===== config.mk =====
export PLATFORM = sky130hd
export DESIGN_NAME = fsa_sequencer
export DESIGN_NICKNAME = d
export VERILOG_FILES = /design/src/rtl/core/fsa_pkg.sv /design/src/rtl/core/fsa_sequencer.sv
export SDC_FILE = /design/constraint.sdc
export NUM_CORES = 1
export LEC_CHECK = 0
export BUFFER_PORTS_ARGS = -buffer_cell sky130_fd_sc_hd__buf_2
export CORE_MARGIN = 3
export CORE_UTILIZATION = 50
export CTS_CLUSTER_DIAMETER = 100
export DETAILED_ROUTE_END_ITERATION = 16
export GPL_ROUTABILITY_DRIVEN = 0
export PLACE_DENSITY = 0.77
export SLEW_MARGIN = 10
export SYNTH_ARGS = -nofsm -noshare
export SYNTH_HDL_FRONTEND = slang
export SYNTH_SLANG_ARGS = --single-unit

===== constraint.sdc =====
create_clock -name clk -period 2.5 [get_ports clk]
set_input_delay 0.375 -clock clk [delete_from_list [all_inputs] [get_ports clk]]
set_output_delay 0.375 -clock clk [all_outputs]
set_load 0.05 [all_outputs]

===== src/rtl/core/fsa_pkg.sv =====
// ============================================================================
// fsa_pkg
// Shared types, codes and the control store of the sector allocator.
// ============================================================================
package fsa_pkg;

    localparam int SECTOR_W = 12;
    localparam int COUNT_W  = 13;
    localparam int ENTRY_W  = 14;

    // request kinds
    localparam logic [1:0] KIND_ALLOC = 2'd0;
    localparam logic [1:0] KIND_FREE  = 2'd1;
    localparam logic [1:0] KIND_WRITE = 2'd2;

    // table entry codes
    localparam logic [1:0] CODE_LINK = 2'd0;
    localparam logic [1:0] CODE_FREE = 2'd1;
    localparam logic [1:0] CODE_LAST = 2'd2;
    localparam logic [1:0] CODE_BAD  = 2'd3;

    // result status codes
    localparam logic [1:0] ST_OK    = 2'd0;
    localparam logic [1:0] ST_FULL  = 2'd1;
    localparam logic [1:0] ST_CHAIN = 2'd2;

    localparam logic [COUNT_W-1:0] COUNT_RESET = 13'd4096;

    // control store addresses
    typedef enum logic [3:0] {
        U_IDLE     = 4'd0,
        U_CLEAR    = 4'd1,
        U_AL_START = 4'd2,
        U_AL_SCAN  = 4'd3,
        U_FULL     = 4'd4,
        U_CLAIM    = 4'd5,
        U_FR_START = 4'd6,
        U_FR_WALK  = 4'd7,
        U_BAD      = 4'd8,
        U_WRITE    = 4'd9,
        U_DONE     = 4'd10
    } upc_t;

    // datapath operations
    typedef enum logic [3:0] {
        OP_ACCEPT,
        OP_CLEAR,
        OP_AL_START,
        OP_AL_STEP,
        OP_FULL,
        OP_CLAIM,
        OP_FR_START,
        OP_FR_STEP,
        OP_BAD,
        OP_WRITE,
        OP_RESULT
    } op_t;

    // branch conditions
    typedef enum logic [3:0] {
        C_NEVER,
        C_ALWAYS,
        C_CNT_ZERO,
        C_DATA_FREE,
        C_MORE,
        C_S_OUT,
        C_WALK_END,
        C_WALK_GO,
        C_CLR_END,
        C_OUT_FREE
    } cond_t;

    // one control word
    typedef struct packed {
        op_t   op;
        cond_t jmp_cond;
        upc_t  jmp_target;
        cond_t stay_cond;
        logic  dispatch;
    } uword_t;

    // sequencer to datapath
    typedef struct packed {
        op_t  op;
        logic accept;
    } ctl_t;

    // datapath to sequencer
    typedef struct packed {
        logic cnt_zero;
        logic data_free;
        logic more;
        logic s_out;
        logic walk_end;
        logic walk_go;
        logic clr_end;
        logic out_free;
    } flags_t;

    function automatic logic [ENTRY_W-1:0] make_entry(logic [1:0] code,
                                                      logic [SECTOR_W-1:0] nxt);
        return {code, nxt};
    endfunction

    // control store
    function automatic uword_t ucode(upc_t step);
        uword_t w;
        unique case (step)
            U_IDLE:     w = '{op: OP_ACCEPT,   jmp_cond: C_NEVER,    jmp_target: U_IDLE,
                              stay_cond: C_ALWAYS, dispatch: 1'b1};
            U_CLEAR:    w = '{op: OP_CLEAR,    jmp_cond: C_CLR_END,  jmp_target: U_IDLE,
                              stay_cond: C_ALWAYS, dispatch: 1'b0};
            U_AL_START: w = '{op: OP_AL_START, jmp_cond: C_CNT_ZERO, jmp_target: U_FULL,
                              stay_cond: C_NEVER,  dispatch: 1'b0};
            U_AL_SCAN:  w = '{op: OP_AL_STEP,  jmp_cond: C_DATA_FREE, jmp_target: U_CLAIM,
                              stay_cond: C_MORE,   dispatch: 1'b0};
            U_FULL:     w = '{op: OP_FULL,     jmp_cond: C_ALWAYS,   jmp_target: U_DONE,
                              stay_cond: C_NEVER,  dispatch: 1'b0};
            U_CLAIM:    w = '{op: OP_CLAIM,    jmp_cond: C_ALWAYS,   jmp_target: U_DONE,
                              stay_cond: C_NEVER,  dispatch: 1'b0};
            U_FR_START: w = '{op: OP_FR_START, jmp_cond: C_S_OUT,    jmp_target: U_BAD,
                              stay_cond: C_NEVER,  dispatch: 1'b0};
            U_FR_WALK:  w = '{op: OP_FR_STEP,  jmp_cond: C_WALK_END, jmp_target: U_DONE,
                              stay_cond: C_WALK_GO, dispatch: 1'b0};
            U_BAD:      w = '{op: OP_BAD,      jmp_cond: C_ALWAYS,   jmp_target: U_DONE,
                              stay_cond: C_NEVER,  dispatch: 1'b0};
            U_WRITE:    w = '{op: OP_WRITE,    jmp_cond: C_ALWAYS,   jmp_target: U_DONE,
                              stay_cond: C_NEVER,  dispatch: 1'b0};
            U_DONE:     w = '{op: OP_RESULT,   jmp_cond: C_OUT_FREE, jmp_target: U_IDLE,
                              stay_cond: C_ALWAYS, dispatch: 1'b0};
            default:    w = '{op: OP_ACCEPT,   jmp_cond: C_ALWAYS,   jmp_target: U_IDLE,
                              stay_cond: C_NEVER,  dispatch: 1'b0};
        endcase
        return w;
    endfunction

    // entry point of each request kind
    function automatic upc_t dispatch_target(logic [1:0] kind);
        upc_t t;
        unique case (kind)
            KIND_ALLOC: t = U_AL_START;
            KIND_FREE:  t = U_FR_START;
            KIND_WRITE: t = U_WRITE;
            default:    t = U_DONE;
        endcase
        return t;
    endfunction

    // condition select
    function automatic logic cond_true(cond_t c, flags_t f);
        logic r;
        unique case (c)
            C_NEVER:     r = 1'b0;
            C_ALWAYS:    r = 1'b1;
            C_CNT_ZERO:  r = f.cnt_zero;
            C_DATA_FREE: r = f.data_free;
            C_MORE:      r = f.more;
            C_S_OUT:     r = f.s_out;
            C_WALK_END:  r = f.walk_end;
            C_WALK_GO:   r = f.walk_go;
            C_CLR_END:   r = f.clr_end;
            C_OUT_FREE:  r = f.out_free;
            default:     r = 1'b0;
        endcase
        return r;
    endfunction

endpackage


===== src/rtl/core/fsa_sequencer.sv =====
// ============================================================================
// fsa_sequencer
// Step counter over the control store, with dispatch and conditional jumps.
// ============================================================================
module fsa_sequencer (
    input  logic            clk,
    input  logic            rst_n,
    input  logic            in_valid,
    output logic            in_stall,
    input  logic [1:0]      kind,
    input  fsa_pkg::flags_t flags,
    output fsa_pkg::ctl_t   ctl
);

    import fsa_pkg::*;

    upc_t   upc_reg, upc_next;
    uword_t word;
    logic   accept;

    // fetch the current control word
    assign word   = ucode(upc_reg);
    assign accept = in_valid && word.dispatch;

    // next step select
    always_comb
    begin
        if (accept)
        begin
            upc_next = dispatch_target(kind);
        end
        else if (cond_true(word.jmp_cond, flags))
        begin
            upc_next = word.jmp_target;
        end
        else if (cond_true(word.stay_cond, flags))
        begin
            upc_next = upc_reg;
        end
        else
        begin
            upc_next = upc_t'(upc_reg + 4'd1);
        end
    end

    // step counter, table clear runs first after reset
    always_ff @(posedge clk or negedge rst_n)
    begin
        if (!rst_n)
        begin
            upc_reg <= U_CLEAR;
        end
        else
        begin
            upc_reg <= upc_next;
        end
    end

    assign in_stall   = !word.dispatch;
    assign ctl.op     = word.op;
    assign ctl.accept = accept;

    // the table clear is never re-entered once left
    a_clear_once: assert property (@(posedge clk) disable iff (!rst_n)
        (upc_reg != U_CLEAR) |=> (upc_reg != U_CLEAR))
        else $error("sequencer returned to table clear");

    // an accepted request always starts a program
    a_dispatch_leaves: assert property (@(posedge clk) disable iff (!rst_n)
        ctl.accept |=> (upc_reg != U_IDLE))
        else $error("accepted request did not leave idle");

endmodule


After elaboration in Yosys (flattened, before gate mapping)

Memories as Yosys holds them, arrays and structs flattened.
Cells that the tools add are included.

Word-level logic and storage cells: 36
Bits in registers: 4
Output and inout port bits: 6
Memories kept: 1
ROM bits: 256

Memories:

| memory           | words | bits a word | read ports | clocked after memory_dff | write ports | line           | RTL |
|---|---|---|---|---|---|---|---|
| (name not given) | 16    | 16          | 1          | 0                        | 0           | fsa_pkg.sv:108 | `unique case (step)` |

Muxes and demuxes: 9
Add/sub/neg operators: 1
Reductions and logical operators: 3
Eq/ne operators: 21

Operator list:

| operator                                                        | number |
|---|---|
| 4-bit by 3-bit == test with 1-bit output, second input constant | 8 |
| 1-bit one-hot mux with 9 select lines                           | 2 |
| 4-bit by 2-bit == test with 1-bit output, second input constant | 4 |
| 4-bit == test, second input constant                            | 4 |
| 4-bit 2-to-1 mux                                                | 3 |
| 4-bit one-hot mux with 3 select lines                           | 1 |
| 4-bit by 1-bit == test with 1-bit output, second input constant | 2 |
| 4-bit by 1-bit adder with 4-bit output, second input constant   | 1 |
| 1-bit 2-to-1 mux                                                | 3 |
| 3-bit != test, second input constant                            | 1 |
| 2-bit by 1-bit == test with 1-bit output, second input constant | 1 |
| 2-bit == test, second input constant                            | 1 |
| 2-bit zero test                                                 | 1 |
| 1-bit logical AND                                               | 1 |
| 1-bit zero test                                                 | 1 |

Logic depth before layout (Yosys ltp)

An unclocked memory read counts as a cell.

Word-level depth: 9
Mapped depth: 10
Mapped depth without buffers: 9

Worst setup path before layout

No wires, ideal clock.

Path kind: register to register
Start: register upc_reg[0]
End: register upc_reg[1]
Stages on the path, launching flop included: 8
Library setup time: 0.090 ns
Data arrival time: 2.198 ns
Data required time: 2.410 ns
Setup slack: 0.212 ns
Clock period less this slack: 2.288 ns
Path through: dfstp_2 ha_1 ha_1 mux2_2 and3_1 o32ai_4 mux2_2 o221ai_1

Word-level cells in the longest chain between the ends: 6

Ends and longest elaborated chain:

| item                                                        | line                                     | RTL |
|---|---|---|
| start: declaration                                          | fsa_sequencer.sv:17                      | `upc_t upc_reg, upc_next;` |
| start signal: assignment                                    | fsa_sequencer.sv:55                      | `upc_reg <= upc_next;` |
| memory 16 x 16 bit                                          | n/a                                      |  |
| 4-bit == test (tied with other cells)                       | fsa_pkg.sv:152                           | `unique case (c)` |
| 1-bit one-hot mux with 9 select lines                       | fsa_pkg.sv:152                           |  |
| 1-bit 2-to-1 mux (on tied branches)                         | fsa_sequencer.sv:32, fsa_sequencer.sv:28 |  |
| 1-bit 2-to-1 mux or 4-bit 2-to-1 mux (tied branches)        | fsa_sequencer.sv:28, fsa_sequencer.sv:32 |  |
| 3-bit != test (no line) or 4-bit 2-to-1 mux (tied branches) | n/a                                      |  |

Several ways; a longest one is shown, not always the timed one. The select of a mux whose other input is x is not followed.
A chain may end at the register's enable or synchronous reset.

Worst setup path in the final report

Start: register upc_reg[0]
End: register upc_reg[2]

Same word-level chain as after synthesis.

==> impl_metrics.json <==
{
  "ff2ff_path_depth": 7,
  "synth-seq-cells": 4,
  "slew_viol_final": 0,
  "ir_drop_mv": 1.03,
  "initial_core_util": 0.568,
  "path_depth": 7,
  "route.detailed.drc": 0,
  "cp_top_family": "compound AO/OA/AOI/OAI gates",
  "hp-class": "input pin to flip-flop",
  "cts_made_buffers": 3,
  "synth_area_leaders": "ha_1 17%, dfrtp_1 11%, mux2_2 6.8%",
  "core_mm2": 0.00117,
  "setup_viol": 0,
  "critPathLaunchType": "flip-flop",
  "path_cells": "ha_2 > mux2_2 > a221oi_2 > o22ai_1 > a41o_2 > a211o_1 > a22oi_1",
  "final_nets": 128,
  "synth.net_count": 102,
  "dp.cells": 114,
  "largest_register_ffs": 4,
  "io_pins": 19,
  "diodes": 0,
  "outcome": "completed",
  "clkPwrFrac": 0.080,
  "netlist.area_leader.share": 0.169,
  "whs_path_depth": 3,
  "htree_levels": 1,
  "fin_crit_ns": 2.39,
  "critical_path.max_stage_delay_ns": 0.56,
  "power_density_mw_per_mm2": 1460,
  "internal-power_mw": 0.550,
  "die_y_um": 42.5,
  "routedWlPerCell_um": 13.9,
  "p_sw_mw": 0.671,
  "p_leak_nw": 0.418,
  "via_per_inst": 5.53,
  "cts_root_buf": "clkbuf_4",
  "end_kind": "flip-flop",
  "hpwl_um": 1320,
  "placed_cell_area_um2": 791,
  "synth_cells": 80,
  "netlist-cell-type-count": 38,
  "grt_pass1_wl_um": 2920,
  "clock_sinks": 4,
  "rsz0062_at_grt": "false",
  "clock_latency_ns": 0.25,
  "fin_cells": 119,
  "drt_iter0_drc": 19,
  "grt_max_degree": 14,
  "fmax_mhz": 418,
  "yosysWarnings": 0,
  "overflow": 0,
  "cts_buffer_depth": 2,
  "cts_tree": "yes",
  "die_w_um": 42.5,
  "syn-cell-area_um2": 666,
  "grtUsageTotal": 0.213,
  "critPathBufInv": 0,
  "fin_setup_tns_ns": 0,
  "drive_gt1_frac": 0.390,
  "cap_violations": 0,
  "power_switching_share": 0.549,
  "comb_power_share": 0.773,
  "ys_seq_area_frac": 0.152,
  "timing_hold_violations_final": 0,
  "final_util": 0.716,
  "avgSynthCellArea_um2": 8.32,
  "regArea_um2": 101,
  "firstDrtPassIters": 4,
  "worst_ep_required_time_ns": 2.66,
  "grt_pass1_vias": 682,
  "io_buffers": 18,
  "final_area_um2": 838,
  "worstMarginPinSlew_ns": 0.440,
  "cts_setup_buffers": 0,
  "crit_fanout": 7,
  "fin_crit_sh": 0.958,
  "crit_path_top_delay_cell": "dfstp_2",
  "cp.arrival_ns": 2.55,
  "crit_type": "flip-flop to flip-flop",
  "seqPwrFrac": 0.148,
  "clkTransAtPathRegs_ns": 0.05,
  "finClkSkew_ns": 0.00853,
  "multiInputGateArea_um2": 515,
  "slew_headroom": 0.707,
  "die_area_mm2": 0.00180,
  "fp-row-count": 12,
  "drt-total-wl_um": 1650,
  "fillers": 103,
  "post-synth-top-area-cell": "ha_1",
  "syn2layout_area_growth_pct": 25.9,
  "antenna_found_initial": 0,
  "ant_nets": 0,
  "vias": 658
}
worst reg2reg max path: stages (launching register included):
cell and delay [ns]:
dfstp_2 0.56, ha_2 0.24, mux2_2 0.35, a221oi_2 0.21
o22ai_1 0.15, a41o_2 0.30, a211o_1 0.28, a22oi_1 0.22
power groups by stage:
| stage | clock [mW] | combinational [mW] | sequential, mW |
|---|---|---|---|
| finish | 0.0973 | 0.944 | 0.180 |
| global route | 0.106 | 1.04 | 0.188 |
| CTS | 0.0969 | 0.937 | 0.175 |
| floorplan | 0 | 0.757 | 0.141 |
| global placement | 0 | 0.907 | 0.173 |
| detailed placement | 0 | 0.932 | 0.176 |
Yosys cell counts:
library cell  instances
a211o_1               2
a211oi_1              2
a21oi_1               1
a21oi_2               1
a221o_1               1
a221oi_2              1
a22oi_1               1
a31oi_1               1
a41o_1                1
and2_1                1
and3_1                2
buf_2                 1
buf_4                 1
buf_6                 1
clkbuf_1              1
dfrtp_1               3
dfstp_2               1
ha_1                  9
inv_1                 8
mux2_2                4
mux2_4                1
nand2_1              10
nand2b_1              2
nand3_1               1
nor2_1                4
nor2_4                1
nor2b_1               2
nor3_1                2
nor3b_1               3
nor4b_1               1
o21ai_0               3
o21ai_1               1
o221ai_1              1
o22ai_1               1
o31ai_1               1
o32ai_4               1
or2_2                 1
xnor2_1               1
metal layers:
metal	global-route usage	vias to the layer above	part of all wire
li1	-	333	-
met1	0.238	299	0.41
met2	0.368	23	0.51
met3	0.0429	3	0.058
met4	0.118	0	0.015
met5	0	-	0
metrics by stage:
step                hold WS, ns  setup WS (ns)  total power, mW
floorplan                0.0794          0.212            0.897
global placement          0.182         0.0790             1.08
detailed placement        0.180         0.0446             1.11
CTS                       0.428         0.0434             1.21
global route              0.465       0.000884             1.33
finish                    0.436          0.106             1.22
layout by cell type (no fill, tap or decap), drive strengths merged:
master	count
a211o	2
o221ai	1
dlygate4sd3	1
a221oi	1
nor4b	1
nand2	10
buf	23
o31ai	1
nand2b	2
o21ai	4
ha	9
o32ai	1
dfstp	1
mux2	5
and2	1
nor3	2
and3	2
nand3	1
a41o	1
nor3b	3
dfrtp	3
o22ai	1
xnor2	1
a31oi	1
a21oi	2
a211oi	2
nor2b	2
a221o	1
nor2	5
a22oi	1
or2	1
clkbuf	5
inv	8
kinds of logic after synthesis:
group | Yosys count | synth area share
AND/OR/NAND/NOR | 30 | 0.241
multiplexers | 5 | 0.0902
XOR/XNOR | 1 | 0.0132
buffers and inverters | 12 | 0.0865
AO/OA/AOI/OAI | 19 | 0.248
flip-flops | 4 | 0.152
adder cells (fa/ha/maj) | 9 | 0.169
layout make-up:
| type | count | share of cell area |
|---|---|---|
| Multi-Input combinational cell | 64 | 0.615 |
| Inverter | 8 | 0.0358 |
| Clock buffer | 4 | 0.0313 |
| Timing Repair Buffer | 25 | 0.176 |
| Tap cell | 14 | 0.0209 |
| Sequential cell | 4 | 0.121 |
final timing paths:
check                                   to  slack (ns)       start
worst min register to register  upc_reg[0]        0.91  upc_reg[0]
worst min-delay path            upc_reg[3]        0.44     kind[1]
worst max register to register  upc_reg[2]        0.11  upc_reg[0]
min in group asynchronous       upc_reg[2]        0.45       rst_n
max in group asynchronous       upc_reg[0]        1.84       rst_n
worst max-delay path            upc_reg[2]        0.11  upc_reg[0]
timing repair:
action                                  in CTS  in global routing
endpoints found under the setup margin       0                  2
hold endpoints to repair                     3                  0
hold buffers                                 1                  0
gates resized for setup                      0                  4
(Power assumes the default switching activity.)
